$ cat src/rtl/tsr_pkg.sv
package tsr_pkg;

    localparam int OP_W        = 2;
    localparam int TOUCH_W     = 10;
    localparam int STAMP_X_W   = 9;
    localparam int STAMP_Y_W   = 8;
    localparam int MASK_W      = 25;
    localparam int COLOR_W     = 16;
    localparam int BRUSH_W     = 3;
    localparam int CFG_INDEX_W = 2;
    localparam int CFG_DATA_W  = 16;

    typedef logic [OP_W-1:0]        op_t;
    typedef logic [TOUCH_W-1:0]     touch_t;
    typedef logic [STAMP_X_W-1:0]   stamp_x_t;
    typedef logic [STAMP_Y_W-1:0]   stamp_y_t;
    typedef logic [MASK_W-1:0]      mask_t;
    typedef logic [COLOR_W-1:0]     color_t;
    typedef logic [BRUSH_W-1:0]     brush_t;
    typedef logic [CFG_INDEX_W-1:0] cfg_index_t;
    typedef logic [CFG_DATA_W-1:0]  cfg_data_t;

    localparam op_t OP_PRESS    = 2'd0;
    localparam op_t OP_MOVE     = 2'd1;
    localparam op_t OP_RELEASE  = 2'd2;
    localparam op_t OP_CONTINUE = 2'd3;

    localparam cfg_index_t REG_BRUSH_WIDTH = 2'd0;
    localparam cfg_index_t REG_PEN_COLOR   = 2'd1;
    localparam cfg_index_t REG_ORIGIN_X    = 2'd2;
    localparam cfg_index_t REG_ORIGIN_Y    = 2'd3;

    localparam brush_t BRUSH_RESET = 3'd2;
    localparam color_t COLOR_RESET = 16'd61958;

    // 5x5 disc of radius r around the center, bit (dy+2)*5+(dx+2)
    function automatic mask_t disc_mask(input logic [1:0] r);
        mask_t m;
        int    rr;
        m  = '0;
        rr = int'(r) * int'(r);
        for (int dy = -2; dy <= 2; dy++)
        begin
            for (int dx = -2; dx <= 2; dx++)
            begin
                if (dx * dx + dy * dy <= rr)
                begin
                    m[(dy + 2) * 5 + (dx + 2)] = 1'b1;
                end
            end
        end
        return m;
    endfunction

endpackage

$ cat src/rtl/tsr_touch_if.sv
interface tsr_touch_if;
    logic            valid;
    logic            ready;
    tsr_pkg::op_t    operation;
    tsr_pkg::touch_t touch_x;
    tsr_pkg::touch_t touch_y;

    modport source (output valid, output operation, output touch_x, output touch_y,
                    input ready);
    modport sink   (input valid, input operation, input touch_x, input touch_y,
                    output ready);
endinterface

$ cat src/rtl/tsr_stamp_if.sv
interface tsr_stamp_if;
    logic              valid;
    logic              ready;
    tsr_pkg::stamp_x_t stamp_x;
    tsr_pkg::stamp_y_t stamp_y;
    tsr_pkg::mask_t    cover_mask;
    tsr_pkg::color_t   stamp_color;
    logic              batch_last;
    logic              more_pending;

    modport source (output valid, output stamp_x, output stamp_y, output cover_mask,
                    output stamp_color, output batch_last, output more_pending,
                    input ready);
    modport sink   (input valid, input stamp_x, input stamp_y, input cover_mask,
                    input stamp_color, input batch_last, input more_pending,
                    output ready);
endinterface

$ cat src/rtl/tsr_bresenham_step.sv
module tsr_bresenham_step #(
    parameter int XW = 9,
    parameter int YW = 8,
    parameter int EW = 11
) (
    input  logic [XW-1:0]        cur_x,
    input  logic [YW-1:0]        cur_y,
    input  logic signed [EW-1:0] cur_err,
    input  logic [XW-1:0]        span_x,
    input  logic [YW-1:0]        span_y,
    input  logic [1:0]           dir,
    output logic [XW-1:0]        new_x,
    output logic [YW-1:0]        new_y,
    output logic signed [EW-1:0] new_err
);

    logic signed [EW:0]   e2;
    logic signed [EW:0]   sx_wide;
    logic signed [EW:0]   sy_wide;
    logic signed [EW-1:0] sx_ext;
    logic signed [EW-1:0] sy_ext;
    logic                 mv_x;
    logic                 mv_y;

    assign e2      = {cur_err, 1'b0};
    assign sx_wide = $signed({{(EW + 1 - XW){1'b0}}, span_x});
    assign sy_wide = $signed({{(EW + 1 - YW){1'b0}}, span_y});
    assign sx_ext  = $signed({{(EW - XW){1'b0}}, span_x});
    assign sy_ext  = $signed({{(EW - YW){1'b0}}, span_y});

    assign mv_x = e2 > -sy_wide;
    assign mv_y = e2 < sx_wide;

    always_comb
    begin
        new_err = cur_err;
        if (mv_x)
        begin
            new_err = new_err - sy_ext;
        end
        if (mv_y)
        begin
            new_err = new_err + sx_ext;
        end
    end

    always_comb
    begin
        new_x = cur_x;
        new_y = cur_y;
        if (mv_x)
        begin
            new_x = dir[0] ? cur_x - XW'(1) : cur_x + XW'(1);
        end
        if (mv_y)
        begin
            new_y = dir[1] ? cur_y - YW'(1) : cur_y + YW'(1);
        end
    end

endmodule

$ cat src/rtl/touch_stroke_rasterizer.sv
// Flow: a touch request is latched in S_IDLE, then S_DECODE, S_MEASURE and S_WALK
// follow; S_WALK registers one stamp per cycle from a single shared Bresenham step
// unit while the stamp sink is ready, up to MAX_BATCH stamps per item. Release and
// ignored points return to S_IDLE from S_DECODE. No new touch request is taken
// until the walk ends. Reset (rst_n low, async): registers return to their defaults
// (brush 2, color 61958, origin 0), no remembered point and no pending segment.
module touch_stroke_rasterizer #(
    parameter int CANVAS_W  = 300,
    parameter int CANVAS_H  = 200,
    parameter int MAX_BATCH = 64
) (
    input  logic                clk,
    input  logic                rst_n,
    tsr_touch_if.sink           touch,
    tsr_stamp_if.source         stamp,
    input  logic                cfg_we,
    input  tsr_pkg::cfg_index_t cfg_index,
    input  tsr_pkg::cfg_data_t  cfg_data
);

    localparam int XW = $clog2(CANVAS_W);
    localparam int YW = $clog2(CANVAS_H);
    localparam int DW = (XW > YW) ? XW : YW;
    localparam int EW = DW + 2;
    localparam int BW = $clog2(MAX_BATCH + 1);
    localparam int SW = tsr_pkg::TOUCH_W + 1;
    localparam int CW = DW + 7;

    typedef enum logic [1:0] {
        S_IDLE,
        S_DECODE,
        S_MEASURE,
        S_WALK
    } state_t;

    state_t                state_reg,      state_next;
    tsr_pkg::brush_t       brush_reg,      brush_next;
    tsr_pkg::color_t       color_reg,      color_next;
    tsr_pkg::touch_t       org_x_reg,      org_x_next;
    tsr_pkg::touch_t       org_y_reg,      org_y_next;
    tsr_pkg::op_t          op_reg,         op_next;
    tsr_pkg::touch_t       tx_reg,         tx_next;
    tsr_pkg::touch_t       ty_reg,         ty_next;
    logic                  prev_valid_reg, prev_valid_next;
    logic [XW-1:0]         prev_x_reg,     prev_x_next;
    logic [YW-1:0]         prev_y_reg,     prev_y_next;
    logic [XW-1:0]         walk_x_reg,     walk_x_next;
    logic [YW-1:0]         walk_y_reg,     walk_y_next;
    logic [XW-1:0]         goal_x_reg,     goal_x_next;
    logic [YW-1:0]         goal_y_reg,     goal_y_next;
    logic signed [EW-1:0]  err_reg,        err_next;
    logic [XW-1:0]         span_x_reg,     span_x_next;
    logic [YW-1:0]         span_y_reg,     span_y_next;
    logic [1:0]            dir_reg,        dir_next;
    logic                  pending_reg,    pending_next;
    logic                  more_reg,       more_next;
    logic [BW-1:0]         cnt_reg,        cnt_next;
    logic                  out_valid_reg,  out_valid_next;
    tsr_pkg::stamp_x_t     out_x_reg,      out_x_next;
    tsr_pkg::stamp_y_t     out_y_reg,      out_y_next;
    tsr_pkg::mask_t        out_mask_reg,   out_mask_next;
    tsr_pkg::color_t       out_color_reg,  out_color_next;
    logic                  out_last_reg,   out_last_next;
    logic                  out_more_reg,   out_more_next;

    logic signed [SW-1:0]  cx;
    logic signed [SW-1:0]  cy;
    logic                  on_canvas;
    logic [XW-1:0]         cx_c;
    logic [YW-1:0]         cy_c;
    logic [XW-1:0]         ax;
    logic [YW-1:0]         ay;
    logic [XW-1:0]         gdx;
    logic [YW-1:0]         gdy;
    logic [DW-1:0]         cheb;
    logic                  at_goal;
    logic                  batch_end;
    logic                  slot_free;
    logic [4:0]            col_ok;
    logic [4:0]            row_ok;
    tsr_pkg::mask_t        clip;
    tsr_pkg::mask_t        mask;
    logic [XW-1:0]         step_x;
    logic [YW-1:0]         step_y;
    logic signed [EW-1:0]  step_err;

    tsr_bresenham_step #(
        .XW (XW),
        .YW (YW),
        .EW (EW)
    ) u_step (
        .cur_x   (walk_x_reg),
        .cur_y   (walk_y_reg),
        .cur_err (err_reg),
        .span_x  (span_x_reg),
        .span_y  (span_y_reg),
        .dir     (dir_reg),
        .new_x   (step_x),
        .new_y   (step_y),
        .new_err (step_err)
    );

    // canvas-relative point of the latched request
    assign cx = $signed({1'b0, tx_reg}) - $signed({1'b0, org_x_reg});
    assign cy = $signed({1'b0, ty_reg}) - $signed({1'b0, org_y_reg});
    assign on_canvas = !cx[SW-1] && !cy[SW-1]
                    && (cx[SW-2:0] < (SW - 1)'(CANVAS_W))
                    && (cy[SW-2:0] < (SW - 1)'(CANVAS_H));
    assign cx_c = cx[XW-1:0];
    assign cy_c = cy[YW-1:0];
    assign ax   = (cx_c > prev_x_reg) ? cx_c - prev_x_reg : prev_x_reg - cx_c;
    assign ay   = (cy_c > prev_y_reg) ? cy_c - prev_y_reg : prev_y_reg - cy_c;

    // Bresenham always advances the major axis, so steps left = Chebyshev distance
    assign gdx  = (goal_x_reg > walk_x_reg) ? goal_x_reg - walk_x_reg
                                            : walk_x_reg - goal_x_reg;
    assign gdy  = (goal_y_reg > walk_y_reg) ? goal_y_reg - walk_y_reg
                                            : walk_y_reg - goal_y_reg;
    assign cheb = (DW'(gdx) > DW'(gdy)) ? DW'(gdx) : DW'(gdy);

    assign at_goal   = (walk_x_reg == goal_x_reg) && (walk_y_reg == goal_y_reg);
    assign batch_end = (cnt_reg == BW'(MAX_BATCH - 1));
    assign slot_free = !out_valid_reg || stamp.ready;

    // canvas clipping of the 5x5 window
    assign col_ok[0] = walk_x_reg >= XW'(2);
    assign col_ok[1] = walk_x_reg >= XW'(1);
    assign col_ok[2] = 1'b1;
    assign col_ok[3] = walk_x_reg <= XW'(CANVAS_W - 2);
    assign col_ok[4] = walk_x_reg <= XW'(CANVAS_W - 3);
    assign row_ok[0] = walk_y_reg >= YW'(2);
    assign row_ok[1] = walk_y_reg >= YW'(1);
    assign row_ok[2] = 1'b1;
    assign row_ok[3] = walk_y_reg <= YW'(CANVAS_H - 2);
    assign row_ok[4] = walk_y_reg <= YW'(CANVAS_H - 3);

    always_comb
    begin
        for (int i = 0; i < 5; i++)
        begin
            for (int j = 0; j < 5; j++)
            begin
                clip[i * 5 + j] = row_ok[i] & col_ok[j];
            end
        end
    end

    assign mask = tsr_pkg::disc_mask(brush_reg[2:1]) & clip;

    always_comb
    begin
        state_next      = state_reg;
        brush_next      = brush_reg;
        color_next      = color_reg;
        org_x_next      = org_x_reg;
        org_y_next      = org_y_reg;
        op_next         = op_reg;
        tx_next         = tx_reg;
        ty_next         = ty_reg;
        prev_valid_next = prev_valid_reg;
        prev_x_next     = prev_x_reg;
        prev_y_next     = prev_y_reg;
        walk_x_next     = walk_x_reg;
        walk_y_next     = walk_y_reg;
        goal_x_next     = goal_x_reg;
        goal_y_next     = goal_y_reg;
        err_next        = err_reg;
        span_x_next     = span_x_reg;
        span_y_next     = span_y_reg;
        dir_next        = dir_reg;
        pending_next    = pending_reg;
        more_next       = more_reg;
        cnt_next        = cnt_reg;
        out_valid_next  = out_valid_reg && !stamp.ready;
        out_x_next      = out_x_reg;
        out_y_next      = out_y_reg;
        out_mask_next   = out_mask_reg;
        out_color_next  = out_color_reg;
        out_last_next   = out_last_reg;
        out_more_next   = out_more_reg;

        if (cfg_we)
        begin
            case (cfg_index)
                tsr_pkg::REG_BRUSH_WIDTH: brush_next = cfg_data[tsr_pkg::BRUSH_W-1:0];
                tsr_pkg::REG_PEN_COLOR:   color_next = cfg_data;
                tsr_pkg::REG_ORIGIN_X:    org_x_next = cfg_data[tsr_pkg::TOUCH_W-1:0];
                tsr_pkg::REG_ORIGIN_Y:    org_y_next = cfg_data[tsr_pkg::TOUCH_W-1:0];
                default: ;
            endcase
        end

        case (state_reg)
            S_IDLE:
            begin
                if (touch.valid)
                begin
                    op_next    = touch.operation;
                    tx_next    = touch.touch_x;
                    ty_next    = touch.touch_y;
                    state_next = S_DECODE;
                end
            end

            S_DECODE:
            begin
                cnt_next   = '0;
                state_next = S_IDLE;
                case (op_reg)
                    tsr_pkg::OP_RELEASE:
                    begin
                        prev_valid_next = 1'b0;
                    end
                    tsr_pkg::OP_CONTINUE:
                    begin
                        if (pending_reg)
                        begin
                            state_next = S_MEASURE;
                        end
                    end
                    default:
                    begin
                        pending_next = 1'b0;
                        if (!on_canvas)
                        begin
                            if (op_reg == tsr_pkg::OP_PRESS)
                            begin
                                prev_valid_next = 1'b0;
                            end
                        end
                        else
                        begin
                            goal_x_next = cx_c;
                            goal_y_next = cy_c;
                            if (prev_valid_reg)
                            begin
                                walk_x_next = prev_x_reg;
                                walk_y_next = prev_y_reg;
                                span_x_next = ax;
                                span_y_next = ay;
                                dir_next    = {!(prev_y_reg < cy_c), !(prev_x_reg < cx_c)};
                                err_next    = $signed({{(EW - XW){1'b0}}, ax})
                                            - $signed({{(EW - YW){1'b0}}, ay});
                            end
                            else
                            begin
                                // single dot: a zero-length walk
                                walk_x_next = cx_c;
                                walk_y_next = cy_c;
                            end
                            pending_next    = 1'b1;
                            prev_x_next     = cx_c;
                            prev_y_next     = cy_c;
                            prev_valid_next = 1'b1;
                            state_next      = S_MEASURE;
                        end
                    end
                endcase
            end

            S_MEASURE:
            begin
                more_next  = CW'(cheb) >= CW'(MAX_BATCH);
                state_next = S_WALK;
            end

            S_WALK:
            begin
                if (slot_free)
                begin
                    out_valid_next = 1'b1;
                    out_x_next     = tsr_pkg::stamp_x_t'(walk_x_reg);
                    out_y_next     = tsr_pkg::stamp_y_t'(walk_y_reg);
                    out_mask_next  = mask;
                    out_color_next = color_reg;
                    out_last_next  = at_goal || batch_end;
                    out_more_next  = more_reg;
                    if (at_goal)
                    begin
                        pending_next = 1'b0;
                        state_next   = S_IDLE;
                    end
                    else
                    begin
                        walk_x_next = step_x;
                        walk_y_next = step_y;
                        err_next    = step_err;
                        if (batch_end)
                        begin
                            state_next = S_IDLE;
                        end
                        else
                        begin
                            cnt_next = cnt_reg + BW'(1);
                        end
                    end
                end
            end

            default:
            begin
                state_next = S_IDLE;
            end
        endcase
    end

    always_ff @(posedge clk or negedge rst_n)
    begin
        if (!rst_n)
        begin
            state_reg      <= S_IDLE;
            brush_reg      <= tsr_pkg::BRUSH_RESET;
            color_reg      <= tsr_pkg::COLOR_RESET;
            org_x_reg      <= '0;
            org_y_reg      <= '0;
            op_reg         <= tsr_pkg::OP_PRESS;
            tx_reg         <= '0;
            ty_reg         <= '0;
            prev_valid_reg <= 1'b0;
            prev_x_reg     <= '0;
            prev_y_reg     <= '0;
            walk_x_reg     <= '0;
            walk_y_reg     <= '0;
            goal_x_reg     <= '0;
            goal_y_reg     <= '0;
            err_reg        <= '0;
            span_x_reg     <= '0;
            span_y_reg     <= '0;
            dir_reg        <= '0;
            pending_reg    <= 1'b0;
            more_reg       <= 1'b0;
            cnt_reg        <= '0;
            out_valid_reg  <= 1'b0;
            out_x_reg      <= '0;
            out_y_reg      <= '0;
            out_mask_reg   <= '0;
            out_color_reg  <= '0;
            out_last_reg   <= 1'b0;
            out_more_reg   <= 1'b0;
        end
        else
        begin
            state_reg      <= state_next;
            brush_reg      <= brush_next;
            color_reg      <= color_next;
            org_x_reg      <= org_x_next;
            org_y_reg      <= org_y_next;
            op_reg         <= op_next;
            tx_reg         <= tx_next;
            ty_reg         <= ty_next;
            prev_valid_reg <= prev_valid_next;
            prev_x_reg     <= prev_x_next;
            prev_y_reg     <= prev_y_next;
            walk_x_reg     <= walk_x_next;
            walk_y_reg     <= walk_y_next;
            goal_x_reg     <= goal_x_next;
            goal_y_reg     <= goal_y_next;
            err_reg        <= err_next;
            span_x_reg     <= span_x_next;
            span_y_reg     <= span_y_next;
            dir_reg        <= dir_next;
            pending_reg    <= pending_next;
            more_reg       <= more_next;
            cnt_reg        <= cnt_next;
            out_valid_reg  <= out_valid_next;
            out_x_reg      <= out_x_next;
            out_y_reg      <= out_y_next;
            out_mask_reg   <= out_mask_next;
            out_color_reg  <= out_color_next;
            out_last_reg   <= out_last_next;
            out_more_reg   <= out_more_next;
        end
    end

    assign touch.ready        = (state_reg == S_IDLE);
    assign stamp.valid        = out_valid_reg;
    assign stamp.stamp_x      = out_x_reg;
    assign stamp.stamp_y      = out_y_reg;
    assign stamp.cover_mask   = out_mask_reg;
    assign stamp.stamp_color  = out_color_reg;
    assign stamp.batch_last   = out_last_reg;
    assign stamp.more_pending = out_more_reg;

`ifndef SYNTHESIS
    // batch counter never reaches the batch size
    a_cnt_bound: assert property (@(posedge clk) disable iff (!rst_n)
        cnt_reg < BW'(MAX_BATCH))
        else $error("stamp batch counter overran");

    // a stamp that is not the last of its batch is always followed by the walk
    a_more_follows: assert property (@(posedge clk) disable iff (!rst_n)
        (stamp.valid && stamp.ready && !stamp.batch_last) |-> (state_reg == S_WALK))
        else $error("non-final stamp taken with no walk in progress");

    // the walk never leaves the canvas and always has a pending segment
    a_walk_on_canvas: assert property (@(posedge clk) disable iff (!rst_n)
        (state_reg == S_WALK) |->
            (walk_x_reg < XW'(CANVAS_W)) && (walk_y_reg < YW'(CANVAS_H)) && pending_reg)
        else $error("walk point off canvas or walk without pending segment");
`endif

endmodule

$ cat src/flat_wrapper.sv
// flat-port wrapper written by rule: the top's interface ports become plain ports
module touch_stroke_rasterizer_flat 
#(
    parameter int CANVAS_W  = 300,
    parameter int CANVAS_H  = 200,
    parameter int MAX_BATCH = 64
)
  (clk, rst_n, cfg_we, cfg_index, cfg_data, touch_valid, touch_operation, touch_touch_x, touch_touch_y, touch_ready, stamp_valid, stamp_stamp_x, stamp_stamp_y, stamp_cover_mask, stamp_stamp_color, stamp_batch_last, stamp_more_pending, stamp_ready);
  tsr_touch_if touch_i ();
  tsr_stamp_if stamp_i ();
  input  logic clk;
  input  logic rst_n;
  input  logic cfg_we;
  input  tsr_pkg::cfg_index_t cfg_index;
  input  tsr_pkg::cfg_data_t cfg_data;
  input wire logic [$bits(touch_i.valid)-1:0] touch_valid;
  input wire logic [$bits(touch_i.operation)-1:0] touch_operation;
  input wire logic [$bits(touch_i.touch_x)-1:0] touch_touch_x;
  input wire logic [$bits(touch_i.touch_y)-1:0] touch_touch_y;
  output wire logic [$bits(touch_i.ready)-1:0] touch_ready;
  output wire logic [$bits(stamp_i.valid)-1:0] stamp_valid;
  output wire logic [$bits(stamp_i.stamp_x)-1:0] stamp_stamp_x;
  output wire logic [$bits(stamp_i.stamp_y)-1:0] stamp_stamp_y;
  output wire logic [$bits(stamp_i.cover_mask)-1:0] stamp_cover_mask;
  output wire logic [$bits(stamp_i.stamp_color)-1:0] stamp_stamp_color;
  output wire logic [$bits(stamp_i.batch_last)-1:0] stamp_batch_last;
  output wire logic [$bits(stamp_i.more_pending)-1:0] stamp_more_pending;
  input wire logic [$bits(stamp_i.ready)-1:0] stamp_ready;
  assign touch_i.valid = touch_valid;
  assign touch_i.operation = touch_operation;
  assign touch_i.touch_x = touch_touch_x;
  assign touch_i.touch_y = touch_touch_y;
  assign touch_ready = touch_i.ready;
  assign stamp_valid = stamp_i.valid;
  assign stamp_stamp_x = stamp_i.stamp_x;
  assign stamp_stamp_y = stamp_i.stamp_y;
  assign stamp_cover_mask = stamp_i.cover_mask;
  assign stamp_stamp_color = stamp_i.stamp_color;
  assign stamp_batch_last = stamp_i.batch_last;
  assign stamp_more_pending = stamp_i.more_pending;
  assign stamp_i.ready = stamp_ready;
  touch_stroke_rasterizer #(.CANVAS_W(CANVAS_W), .CANVAS_H(CANVAS_H), .MAX_BATCH(MAX_BATCH)) u_core (.clk(clk), .rst_n(rst_n), .touch(touch_i), .stamp(stamp_i), .cfg_we(cfg_we), .cfg_index(cfg_index), .cfg_data(cfg_data));
endmodule
$ cat config.mk
export PLATFORM = sky130hd
export DESIGN_NAME = touch_stroke_rasterizer_flat
export DESIGN_NICKNAME = d
export VERILOG_FILES = /design/src/rtl/tsr_pkg.sv /design/src/rtl/tsr_touch_if.sv /design/src/rtl/tsr_stamp_if.sv /design/src/rtl/tsr_bresenham_step.sv /design/src/rtl/touch_stroke_rasterizer.sv /design/src/flat_wrapper.sv
export SDC_FILE = /design/constraint.sdc
export NUM_CORES = 1
export LEC_CHECK = 0
export ABC_AREA = 1
export BUFFER_PORTS_ARGS = -buffer_cell sky130_fd_sc_hd__buf_2
export CORE_ASPECT_RATIO = 1.25
export CORE_MARGIN = 2
export CORE_UTILIZATION = 24
export DETAILED_ROUTE_END_ITERATION = 6
export GPL_ROUTABILITY_DRIVEN = 1
export GPL_TIMING_DRIVEN = 0
export SLEW_MARGIN = 20
export SYNTH_ARGS = -nofsm -noshare
export SYNTH_HDL_FRONTEND = slang
export SYNTH_SLANG_ARGS = --single-unit
$ cat constraint.sdc
create_clock -name clk -period 5.65 [get_ports clk]
set_input_delay 1.4125 -clock clk [delete_from_list [all_inputs] [get_ports clk]]
set_output_delay 1.4125 -clock clk [all_outputs]
set_load 0.02 [all_outputs]
==> impl_metrics.env <==
export IMPL_status="finished clean"
export IMPL_drive_above_1_share=0.105
export IMPL_skew_ns=0.0142
export IMPL_core_um2=61900
export IMPL_grt_max_degree=81
export IMPL_synth_edf_count=0
export IMPL_min_path_cells=1
export IMPL_avgViaCountPerCell=4.51
export IMPL_largest_reg_flops=25
export IMPL_root_buffer="clkbuf_16"
export IMPL_crit_type="flop to flop"
export IMPL_timing_fmax_ghz=0.194
export IMPL_gp_congestion=0.914
export IMPL_synth_common_cells="nand2_1, inv_1, dfrtp_1"
export IMPL_rows=102
export IMPL_r2r_slack_ns=0.50
export IMPL_hold_path_end="u_core.stamp.cover_mask[12]$_DFFE_PN0P_"
export IMPL_top_layer="met4"
export IMPL_num_antenna_cells=0
export IMPL_crit_fanout=8
export IMPL_wl_met2_um=23800
export IMPL_synth_area_um2=15000
export IMPL_crit_start="u_core.org_y_reg[0]$_DFFE_PN0P_"
export IMPL_cts_num_sinks=197
export IMPL_nets=2369
export IMPL_hold_viol=0
export IMPL_vias=13600
export IMPL_met3_length_um=1520
export IMPL_fp_dieH_um=284
export IMPL_yosys_area_top_type="dfrtp_1"
export IMPL_reg2reg_from="u_core.org_y_reg[0]$_DFFE_PN0P_"
export IMPL_cts_tree="done"
export IMPL_synthTopCellsByArea="dfrtp_1, nand2_1, ha_1"
export IMPL_pre_cts_slack_ns=0.467
export IMPL_synthCells=2036
export IMPL_worstSetupEndpointType="flop"
export IMPL_portBuffers=106
export IMPL_place_inst=2976
export IMPL_path_clk_slew_ns=0.08
export IMPL_syn_num_nets=2242
export IMPL_setup_viol=0
export IMPL_stdcell_count=3008
export IMPL_die_w_um=228
export IMPL_setup_ws_ns=0.501
export IMPL_yosys_area_top_type_share=0.315
export IMPL_grt_overflow=0
export IMPL_io_pins=107
export IMPL_drtIter0Drc=730
export IMPL_totalWireLength_um=45300
export IMPL_crit_required_ns=6.06
export IMPL_grt_pass1_vias=13400
export IMPL_drv_slew=0
export IMPL_synthFlopType="dfrtp_1"
export IMPL_worstReg2RegEnd="u_core.err_reg[6]$_DFFE_PN0P_"
export IMPL_hp_start="u_core.stamp.cover_mask[12]$_DFFE_PN0P_"
export IMPL_setup_worst_path_start_class="flop"
export IMPL_max_stage_delay_ns=0.46
export IMPL_hold_slack_ns=0.476
export IMPL_rsz0062_at_grt="no"
export IMPL_area_delta_synth_final_pct=15.0
export IMPL_critPathSlowestCell="fa_1"
export IMPL_grt_usage=0.143
export IMPL_cts_resized=0
export IMPL_post_route_min_period_ns=5.15
export IMPL_cap_violations=0
export IMPL_wl_per_cell_um=15.0
export IMPL_clk_latency_ns=0.47
export IMPL_initial_core_util=0.243
export IMPL_die_area_um2=64600
export IMPL_met1_length_um=18600
export IMPL_grt_antenna_before_repair=0
export IMPL_maxSlewHeadroom=0.299
export IMPL_async_flop_share=1.00
export IMPL_ys_warn_count=0
export IMPL_synth_seq_cells=197
export IMPL_cts_buffers=17
export IMPL_cts_hold_buf=0
export IMPL_crit_top_cell="nand2_1"
export IMPL_antenna_left=0
export IMPL_synth_most_common_cell="nand2_1"
export IMPL_grt_pass1_wl_um=73200
export IMPL_finalCritPeriodShare=0.911
export IMPL_hold_path_class="flop to flop"
export IMPL_drt_pass1_iter_count=5
export IMPL_syn_area_per_cell_um2=7.37
export IMPL_clockBufferDepth=2
export IMPL_tightest_slew_ns=1.04
export IMPL_htreeDepth=4
export IMPL_synth_cell_type_count=56
export IMPL_place_hpwl_um=36600
export IMPL_fillers=6879
export IMPL_worstPathArrival_ns=5.56
export IMPL_reg2reg_depth=32
export IMPL_synth_seq_area_share=0.329
export IMPL_cts_setup_buffers=0
export IMPL_drc=0
## layer usage
metal	vias to the layer above	GRT usage
li1	6892	-
met1	6326	0.166
met2	273	0.265
met3	67	0.0159
met4	0	0.0562
met5	-	0
## cell type report
cell class	count	area, um2	share of cell area
clock buffer	18	439	0.0254
clock inverter	14	168	0.00971
inverter	271	1020	0.0589
multi-input combinational	1505	8750	0.507
timing repair buffer	108	596	0.0345
tap	832	1040	0.0603
sequential	197	4940	0.286
buffer	63	310	0.0180
## logic make-up after synthesis
logic type               after synthesis  share of synthesized area
AO/OA/AOI/OAI                        401                      0.146
XOR/XNOR                              60                     0.0375
adder cells (fa/ha/maj)              161                      0.141
buffers and inverters                334                     0.0884
flip-flops                           197                      0.329
multiplexers                          23                     0.0170
AND/OR/NAND/NOR                      860                      0.241
## critical path: cells and delay by family (launching register included)
kind,cells,cell delay [ns]
DFF,1,0.40
AOI/OAI and AO/OA,5,0.69
xor gates and xnor gates,1,0.14
adders and majority gates,4,1.39
and+or+nand+nor,16,1.69
buffers and inverters,6,0.75
## placed cells by master, fill, tap and decap left out, types with 18 or more instances in the layout
cell,n
a21oi_1,143
buf_2,119
clkbuf_1,41
dfrtp_1,189
ha_1,148
inv_1,265
mux2_2,20
nand2_1,568
nand3_1,95
nand4_1,22
nor2_1,109
nor3_1,18
o21ai_0,152
o21ai_1,34
xnor2_1,18
xor2_1,40
## stage by stage
step | TNS, ns | area [um2] | utilization
after floorplan | 0 | 15000 | -
after global placement | -74.68 | 16600 | 0.268
after detailed placement | 0 | 16600 | 0.269
after CTS | 0 | 17300 | 0.279
after global routing | 0 | 17300 | 0.279
final | 0 | 17300 | 0.279
## worst max path at each step
stage                                               end  cells after the start
after floorplan           u_core.err_reg[6]$_DFFE_PN0P_                     32
after global placement    u_core.err_reg[2]$_DFFE_PN0P_                      1
after detailed placement  u_core.err_reg[6]$_DFFE_PN0P_                     32
after CTS                 u_core.err_reg[6]$_DFFE_PN0P_                     32
after global routing      u_core.err_reg[7]$_DFFE_PN0P_                     33
final                     u_core.err_reg[6]$_DFFE_PN0P_                     32
Power is not shown: default switching activity piles up to over one toggle a cycle in this logic, so the estimate is an artifact.
